[src/msip_pkg.sv]
// ----------------------------------------------------------------------------
// msip_pkg
// Types, widths and register codes shared by the motor speed PID block.
// ----------------------------------------------------------------------------
package msip_pkg;

  // Configuration port
  localparam int CFG_IDX_W  = 3;
  localparam int CFG_DATA_W = 24;

  localparam logic [CFG_IDX_W-1:0] REG_GAIN_PROP      = 3'd0;
  localparam logic [CFG_IDX_W-1:0] REG_GAIN_INTEG     = 3'd1;
  localparam logic [CFG_IDX_W-1:0] REG_GAIN_DERIV     = 3'd2;
  localparam logic [CFG_IDX_W-1:0] REG_DRIVE_FLOOR    = 3'd3;
  localparam logic [CFG_IDX_W-1:0] REG_DRIVE_CEILING  = 3'd4;
  localparam logic [CFG_IDX_W-1:0] REG_SPIN_THRESHOLD = 3'd5;

  // Register reset values
  localparam logic [23:0]        GAIN_PROP_RST      = 24'd92160;
  localparam logic [23:0]        GAIN_INTEG_RST     = 24'd1664;
  localparam logic [23:0]        GAIN_DERIV_RST     = 24'd0;
  localparam logic signed [15:0] DRIVE_FLOOR_RST    = -16'sd9999;
  localparam logic signed [15:0] DRIVE_CEILING_RST  = 16'sd9999;
  localparam logic [14:0]        SPIN_THRESHOLD_RST = 15'd180;

  // Error path widths
  localparam int ERR_W  = 18;   // filter minus setpoint
  localparam int D1_W   = 19;   // first difference
  localparam int D2_W   = 20;   // second difference
  localparam int GAIN_W = 24;

  // Product and accumulation widths
  localparam int PPROP_W  = GAIN_W + 1 + D1_W;
  localparam int PINTEG_W = GAIN_W + 1 + ERR_W;
  localparam int PDERIV_W = GAIN_W + 1 + D2_W;
  localparam int INCR_W   = 46;
  localparam int SUM_W    = 47;

  // Reciprocal of ten for a 15-bit dividend
  localparam logic [15:0] RECIP_TEN       = 16'd52429;
  localparam int          RECIP_TEN_SHIFT = 19;

  typedef struct packed {
    logic signed [D1_W-1:0]  d1;
    logic signed [D2_W-1:0]  d2;
    logic signed [ERR_W-1:0] err;
    logic signed [15:0]      filt;
    logic signed [15:0]      setp;
    logic                    wdog;
  } front_out_t;

  typedef struct packed {
    logic [GAIN_W-1:0]  gain_prop;
    logic [GAIN_W-1:0]  gain_integ;
    logic [GAIN_W-1:0]  gain_deriv;
    logic signed [15:0] drive_floor;
    logic signed [15:0] drive_ceiling;
  } pid_cfg_t;

  typedef struct packed {
    logic mul_load;
    logic acc_load;
  } pid_ctrl_t;

endpackage

[src/msip_front.sv]
// ----------------------------------------------------------------------------
// msip_front
// Setpoint ramp, speed filter and error history; one item per cycle while load is high.
// ----------------------------------------------------------------------------
module msip_front #(
  parameter int START_TICK_PERIOD = 3
) (
  input  logic                 clk,
  input  logic                 rst,
  input  logic                 load,
  input  logic [15:0]          encoder_raw,
  input  logic signed [15:0]   target_speed,
  input  logic                 stop_request,
  input  logic [14:0]          spin_threshold,
  output msip_pkg::front_out_t q
);
  import msip_pkg::*;

  localparam int TICK_W = $clog2(START_TICK_PERIOD + 1);

  logic signed [15:0]      setpoint;
  logic                    start_done;
  logic [TICK_W-1:0]       start_ticks;
  logic signed [15:0]      speed_filter;
  logic signed [ERR_W-1:0] error_last;
  logic signed [ERR_W-1:0] error_before_last;

  logic signed [15:0]      setpoint_next;
  logic                    start_done_next;
  logic [TICK_W-1:0]       start_ticks_next;
  logic signed [15:0]      speed_filter_next;
  logic signed [ERR_W-1:0] err;

  logic [TICK_W-1:0]       ticks_inc;
  logic [30:0]             tenth_prod;
  logic signed [16:0]      ramp_sum;
  logic signed [18:0]      filt_sum;
  logic signed [18:0]      filt_biased;
  logic [15:0]             filt_abs;

  // Tenth of the target; only used while the target is positive
  assign tenth_prod = 31'(target_speed[14:0]) * 31'(RECIP_TEN);
  assign ramp_sum   = 17'(setpoint) + 17'($signed({1'b0, tenth_prod[30:RECIP_TEN_SHIFT]}));
  assign ticks_inc  = start_ticks + 1'b1;

  // Ramp the setpoint up toward the target, or down to zero on a stop request
  always_comb begin
    setpoint_next    = setpoint;
    start_done_next  = start_done;
    start_ticks_next = start_ticks;
    if (!stop_request) begin
      if ((setpoint < target_speed) && !start_done) begin
        if (ticks_inc >= TICK_W'(START_TICK_PERIOD)) begin
          setpoint_next    = (ramp_sum > 17'sd32767) ? 16'sd32767 : ramp_sum[15:0];
          start_ticks_next = '0;
        end else begin
          start_ticks_next = ticks_inc;
        end
      end else begin
        setpoint_next   = target_speed;
        start_done_next = 1'b1;
      end
    end else begin
      setpoint_next = (setpoint <= 16'sd0) ? 16'sd0 : setpoint - 16'sd1;
    end
  end

  // Filter: trunc((3*f - speed) / 4)
  assign filt_sum    = (19'(speed_filter) <<< 1) + 19'(speed_filter)
                       - 19'($signed(encoder_raw));
  assign filt_biased = filt_sum + (filt_sum[18] ? 19'sd3 : 19'sd0);
  assign speed_filter_next = 16'(filt_biased >>> 2);
  assign filt_abs    = speed_filter_next[15] ? 16'(-speed_filter_next)
                                             : 16'(speed_filter_next);

  assign err = ERR_W'(speed_filter_next) - ERR_W'(setpoint_next);

  // Advance state on each transfer
  always_ff @(posedge clk) begin
    if (rst) begin
      setpoint          <= '0;
      start_done        <= 1'b0;
      start_ticks       <= '0;
      speed_filter      <= '0;
      error_last        <= '0;
      error_before_last <= '0;
    end else if (load) begin
      setpoint          <= setpoint_next;
      start_done        <= start_done_next;
      start_ticks       <= start_ticks_next;
      speed_filter      <= speed_filter_next;
      error_last        <= err;
      error_before_last <= error_last;
    end
  end

  // Stage register for the PID
  always_ff @(posedge clk) begin
    if (load) begin
      q.d1   <= D1_W'(err) - D1_W'(error_last);
      q.d2   <= D2_W'(err) - (D2_W'(error_last) <<< 1) + D2_W'(error_before_last);
      q.err  <= err;
      q.filt <= speed_filter_next;
      q.setp <= setpoint_next;
      q.wdog <= filt_abs < {1'b0, spin_threshold};
    end
  end

endmodule

[src/msip_pid.sv]
// ----------------------------------------------------------------------------
// msip_pid
// Gain multiplies, then accumulate, clamp and form the motor drive.
// ----------------------------------------------------------------------------
module msip_pid #(
  parameter int GAIN_FRAC_BITS = 8
) (
  input  logic                 clk,
  input  logic                 rst,
  input  msip_pkg::pid_ctrl_t  ctrl,
  input  msip_pkg::pid_cfg_t   cfg,
  input  msip_pkg::front_out_t front,
  output logic signed [15:0]   motor_drive,
  output logic signed [15:0]   filtered_speed,
  output logic signed [15:0]   setpoint_now,
  output logic                 watchdog_ok
);
  import msip_pkg::*;

  localparam int ACC_W = 16 + GAIN_FRAC_BITS;
  localparam logic [SUM_W-1:0] FRAC_MASK = (SUM_W'(1) << GAIN_FRAC_BITS) - SUM_W'(1);

  logic signed [GAIN_W:0]     kp_s;
  logic signed [GAIN_W:0]     ki_s;
  logic signed [GAIN_W:0]     kd_s;
  logic signed [PPROP_W-1:0]  p_prop;
  logic signed [PINTEG_W-1:0] p_integ;
  logic signed [PDERIV_W-1:0] p_deriv;
  logic signed [15:0]         filt2;
  logic signed [15:0]         setp2;
  logic                       wdog2;

  logic signed [ACC_W-1:0]    drive_accum;
  logic signed [INCR_W-1:0]   incr;
  logic signed [SUM_W-1:0]    acc_sum;
  logic signed [SUM_W-1:0]    floor_s;
  logic signed [SUM_W-1:0]    ceil_s;
  logic signed [SUM_W-1:0]    acc_lo;
  logic signed [SUM_W-1:0]    acc_clamp;
  logic signed [SUM_W-1:0]    int_full;
  logic signed [15:0]         int_part;
  logic signed [16:0]         neg_int;

  assign kp_s = $signed({1'b0, cfg.gain_prop});
  assign ki_s = $signed({1'b0, cfg.gain_integ});
  assign kd_s = $signed({1'b0, cfg.gain_deriv});

  // Multiply stage
  always_ff @(posedge clk) begin
    if (ctrl.mul_load) begin
      p_prop  <= kp_s * front.d1;
      p_integ <= ki_s * front.err;
      p_deriv <= kd_s * front.d2;
      filt2   <= front.filt;
      setp2   <= front.setp;
      wdog2   <= front.wdog;
    end
  end

  // Accumulate and clamp; the ceiling wins over the floor
  assign incr      = INCR_W'(p_prop) + INCR_W'(p_integ) + INCR_W'(p_deriv);
  assign acc_sum   = SUM_W'(incr) + SUM_W'(drive_accum);
  assign floor_s   = SUM_W'(cfg.drive_floor) <<< GAIN_FRAC_BITS;
  assign ceil_s    = SUM_W'(cfg.drive_ceiling) <<< GAIN_FRAC_BITS;
  assign acc_lo    = (acc_sum < floor_s) ? floor_s : acc_sum;
  assign acc_clamp = (acc_lo > ceil_s) ? ceil_s : acc_lo;

  // Integer part truncated toward zero, then negate with saturation
  assign int_full = (acc_clamp + (acc_clamp[SUM_W-1] ? $signed(FRAC_MASK) : '0))
                    >>> GAIN_FRAC_BITS;
  assign int_part = int_full[15:0];
  assign neg_int  = -$signed({int_part[15], int_part});

  always_ff @(posedge clk) begin
    if (rst) begin
      drive_accum <= '0;
    end else if (ctrl.acc_load) begin
      drive_accum <= acc_clamp[ACC_W-1:0];
    end
  end

  // Result register
  always_ff @(posedge clk) begin
    if (ctrl.acc_load) begin
      motor_drive    <= (neg_int == 17'sd32768) ? 16'sd32767 : neg_int[15:0];
      filtered_speed <= filt2;
      setpoint_now   <= setp2;
      watchdog_ok    <= wdog2;
    end
  end

endmodule

[src/motor_speed_incremental_pid.sv]
// ----------------------------------------------------------------------------
// motor_speed_incremental_pid
// Stages from input transfer to result valid: ramp/filter stage, gain multiply
// stage, accumulate/clamp stage. Throughput: one item per cycle while out_stall
// is low; each stage holds one item and moves on when the next one is free.
// Reset (rst, synchronous): clears loop state and pipeline valids and loads
// the register defaults.
// ----------------------------------------------------------------------------
module motor_speed_incremental_pid #(
  parameter int GAIN_FRAC_BITS    = 8,
  parameter int START_TICK_PERIOD = 3
) (
  input  logic                              clk,
  input  logic                              rst,
  input  logic                              cfg_write,
  input  logic [msip_pkg::CFG_IDX_W-1:0]    cfg_index,
  input  logic [msip_pkg::CFG_DATA_W-1:0]   cfg_data,
  input  logic                              in_valid,
  output logic                              in_stall,
  input  logic [15:0]                       encoder_raw,
  input  logic signed [15:0]                target_speed,
  input  logic                              stop_request,
  output logic                              out_valid,
  input  logic                              out_stall,
  output logic signed [15:0]                motor_drive,
  output logic signed [15:0]                filtered_speed,
  output logic signed [15:0]                setpoint_now,
  output logic                              watchdog_ok
);
  import msip_pkg::*;

  pid_cfg_t    cfg;
  logic [14:0] spin_threshold;
  pid_ctrl_t   ctrl;
  front_out_t  front;

  logic v1, v2, v3;
  logic rdy1, rdy2, rdy3;
  logic accept;

  // Register writes
  always_ff @(posedge clk) begin
    if (rst) begin
      cfg.gain_prop     <= GAIN_PROP_RST;
      cfg.gain_integ    <= GAIN_INTEG_RST;
      cfg.gain_deriv    <= GAIN_DERIV_RST;
      cfg.drive_floor   <= DRIVE_FLOOR_RST;
      cfg.drive_ceiling <= DRIVE_CEILING_RST;
      spin_threshold    <= SPIN_THRESHOLD_RST;
    end else if (cfg_write) begin
      case (cfg_index)
        REG_GAIN_PROP:      cfg.gain_prop     <= cfg_data;
        REG_GAIN_INTEG:     cfg.gain_integ    <= cfg_data;
        REG_GAIN_DERIV:     cfg.gain_deriv    <= cfg_data;
        REG_DRIVE_FLOOR:    cfg.drive_floor   <= cfg_data[15:0];
        REG_DRIVE_CEILING:  cfg.drive_ceiling <= cfg_data[15:0];
        REG_SPIN_THRESHOLD: spin_threshold    <= cfg_data[14:0];
        default: ;
      endcase
    end
  end

  // Stage flow control: a stage loads when it is empty or moving on
  assign rdy3     = !v3 || !out_stall;
  assign rdy2     = !v2 || rdy3;
  assign rdy1     = !v1 || rdy2;
  assign in_stall = !rdy1;
  assign accept   = in_valid && rdy1;
  assign out_valid = v3;

  assign ctrl.mul_load = rdy2 && v1;
  assign ctrl.acc_load = rdy3 && v2;

  always_ff @(posedge clk) begin
    if (rst) begin
      v1 <= 1'b0;
      v2 <= 1'b0;
      v3 <= 1'b0;
    end else begin
      if (rdy1) v1 <= in_valid;
      if (rdy2) v2 <= v1;
      if (rdy3) v3 <= v2;
    end
  end

  msip_front #(
    .START_TICK_PERIOD(START_TICK_PERIOD)
  ) u_front (
    .clk            (clk),
    .rst            (rst),
    .load           (accept),
    .encoder_raw    (encoder_raw),
    .target_speed   (target_speed),
    .stop_request   (stop_request),
    .spin_threshold (spin_threshold),
    .q              (front)
  );

  msip_pid #(
    .GAIN_FRAC_BITS(GAIN_FRAC_BITS)
  ) u_pid (
    .clk            (clk),
    .rst            (rst),
    .ctrl           (ctrl),
    .cfg            (cfg),
    .front          (front),
    .motor_drive    (motor_drive),
    .filtered_speed (filtered_speed),
    .setpoint_now   (setpoint_now),
    .watchdog_ok    (watchdog_ok)
  );

endmodule

[config.mk]
export PLATFORM = sky130hd
export DESIGN_NAME = motor_speed_incremental_pid
export DESIGN_NICKNAME = d
export VERILOG_FILES = /design/src/msip_pkg.sv /design/src/msip_front.sv /design/src/msip_pid.sv /design/src/motor_speed_incremental_pid.sv
export SDC_FILE = /design/constraint.sdc
export NUM_CORES = 2
export LEC_CHECK = 0
export ABC_AREA = 1
export BUFFER_PORTS_ARGS = -buffer_cell sky130_fd_sc_hd__buf_2
export CORE_MARGIN = 2
export CORE_UTILIZATION = 45
export CTS_CLUSTER_SIZE = 24
export DETAILED_ROUTE_END_ITERATION = 7
export SLEW_MARGIN = 5
export SYNTH_ARGS = -nofsm -noshare
export SYNTH_HDL_FRONTEND = slang
export SYNTH_SLANG_ARGS = --single-unit
[constraint.sdc]
create_clock -name clk -period 20.5 [get_ports clk]
set_clock_uncertainty 0.1 [all_clocks]
set_input_delay 4.1 -clock clk [delete_from_list [all_inputs] [get_ports clk]]
set_output_delay 4.1 -clock clk [all_outputs]
set_load 0.005 [all_outputs]
==> flow_summary_export.csv <==
group,metric,value,unit
sta,final.period_utilization,84.0,%
floorplanning,core_area,174000,um2
global_routing,grt_usage,24.4,%
yosys,synth_flop_cell,"edfxtp_1",
floorplanning,floorplan.die_area,178000,um2
critical_path,cp_slowest_stage_delay,0.61,ns
drt,wl_per_cell,18.3,um
critical_path,crit_type,"input port to register",
floorplanning,num_io_pins,116,
clock_network,htree_levels,2,
yosys,syn_area,78600,um2
critical_path,cpMostUsedCell,"a21oi_1",
sta,finalMaxSlewViolations,0,
sta,worst_pin_slew,1.18,ns
global_routing,grt_pass1_vias,61464,
drt,drt_iter0_drc,3720,
yosys,syn_nets,11493,
sta,timing.final.hold_violations,0,
clock_network,postCtsHoldBufs,0,
drt,drc_errors,0,
final_layout,layout.cells.most_common,"inv_1",
critical_path,cp.arrival,17.56,ns
sta,setup_tns,0,ns
global_routing,grt_pass1_wl,341000,um
yosys,syn_area_per_cell,8.46,um2
yosys,ys.warnings.count,0,
sta,fin_crit,17.22,ns
clock_network,cts_tree,"built",
floorplanning,die_w,422,um
final_layout,areaGrowthSynthToFinish,6.61,%
global_routing,antenna_found_initial,18,
clock_network,cts.repair.resized,0,
drt,final_antenna_net_count,0,
yosys,ys_ff_latch,516,
global_routing,grt_max_degree,83,
clock_network,cts.clk_slew.worst_paths,0.07,ns
floorplanning,die_h,422,um
floorplanning,floorplan.initialDensity,45.3,%
place,dp_hpwl,170000,um
critical_path,end_kind,"register",
yosys,netlist-cell-type-count,62,
clock_network,root_buffer,"clkbuf_16",
min_path,hp-class,"register to register",
sta,max_freq,0.0581,GHz
critical_path,required,20.84,ns
drt,routed_wl,212000,um
status,run_status,"complete, no violations",
yosys,yosysSeqAreaShare,17.0,%
clock_network,post-cts-setup-buffer-count,0,
final_layout,fillers,16796,
place,port_buffers,115,
sta,slew_headroom,21.4,%
final_layout,mostFrequentLayoutCells,"inv_1 (2419), nand2_1 (1890), fa_1 (1280)",
final_layout,stdcell_count,11623,
drt,vias,58926,
critical_path,startpoint_type,"input port",
global_routing,grt_overflow_total,0,
clock_network,ctsLongestPathBuffers,3,
yosys,synth-edff-count,301,
drt,vias_per_cell,5.07,
run,cap_violations,0,
final_layout,nNetsFinal,11446,
final_layout,final_layout_size_suffix_gt1_share,5.37,%
clock_network,cts_buffers,58,
place,dp_cells,11510,
critical_path,cp_slowest_cell,"o311ai_0",
clock_network,clock_sinks,516,
clock_network,clock_latency,0.69,ns
floorplanning,rows,153,
sta,setup_viol,0,
yosys,async_flop_share,0,%
place,place.gp.congestion,0.934,
yosys,syn_inst,9292,
critical_path,cp_max_fo,9,
drt,first_pass_iters,5,
sta,grt_setup_unrepaired,"no",
==> sequential cells by signal, indices dropped and copies added, names as in the netlist, 17 cells and up <==
register / flops
cfg: 104
u_front.error_before_last: 17
u_front.error_last: 17
u_front.q: 88
u_pid.drive_accum: 24
u_pid.p_deriv: 45
u_pid.p_integ: 42
u_pid.p_prop: 44
==> routing by layer <==
layer  GRT usage (%)  vias up  share of wire (%)
met5               0        -             0.0099
met1            32.7    29207                 43
met3            2.49      355                5.5
met4            8.51        4                4.0
met2            41.2     1641                 48
li1                -    27719                  -
==> worst paths after layout <==
kind | start | end | slack [ns] | cells past startpoint
hold / removal | u_pid.filt2[3] | u_pid.filtered_speed[3] | 0.32 | 0
setup reg to reg | u_pid.p_integ[1] | u_pid.motor_drive[2] | 6.31 | 62
setup / recovery | target_speed[4] | u_front.q[69] | 3.28 | 72
hold reg to reg | u_pid.filt2[3] | u_pid.filtered_speed[3] | 0.32 | 0
==> cells by family after synthesis <==
group | after synthesis | share of synthesized area, %
AND/OR/NAND/NOR | 2599 | 13.4
XOR/XNOR | 284 | 3.17
AO/OA/AOI/OAI | 985 | 6.87
adder cells (fa/ha/maj) | 2136 | 46.2
flip-flops | 516 | 17.0
buffers and inverters | 2772 | 13.3
==> cells in the mapped netlist (all sizes together), types with 16 or more instances <==
cell / n / area (um2)
inv: 2431 / 9130
nand2: 1932 / 7390
fa: 1280 / 25600
ha: 856 / 10700
a21oi: 450 / 2270
o21ai: 377 / 1930
nor2: 361 / 1430
clkbuf: 326 / 1220
edfxtp: 301 / 9040
dfxtp: 215 / 4300
xor2: 202 / 1770
nand3: 149 / 773
xnor2: 82 / 718
or2: 69 / 432
nand4: 34 / 213
nor3: 34 / 170
o211ai: 30 / 225
o21bai: 27 / 203
a21o: 21 / 158
a211oi: 16 / 120
==> critical path: cells and delay by family <==
kind,cells,cell delay (ns)
fa+ha+maj,11,4.25
simple gates,15,1.77
compound gates,33,5.85
buf+inv,10,0.98
xor+xnor,3,0.60
==> stage by stage <==
step,worst slack (ns),utilization [%],hold slack [ns],instance area (um2)
floorplan,4.64,-,0.300,78600
global placement,2.67,47.0,0.303,81600
detailed placement,2.63,47.0,0.305,81600
CTS,3.34,48.2,0.319,83800
global route,2.02,48.2,0.325,83800
finish,3.28,48.3,0.318,83800
==> layout make-up <==
class / instances / area (um2) / area share [%]
Multi-Input combinational cell: 6004 / 54800 / 65.4
Antenna cell: 3 / 7.51 / 0.00896
Sequential cell: 516 / 13300 / 15.9
Timing Repair Buffer: 233 / 1460 / 1.74
Clock inverter: 47 / 658 / 0.786
Clock buffer: 63 / 1480 / 1.77
Inverter: 2432 / 9140 / 10.9
Tap cell: 2325 / 2910 / 3.47
Power is not shown: default switching activity piles up to over one toggle a cycle in this logic, so the estimate is an artifact.
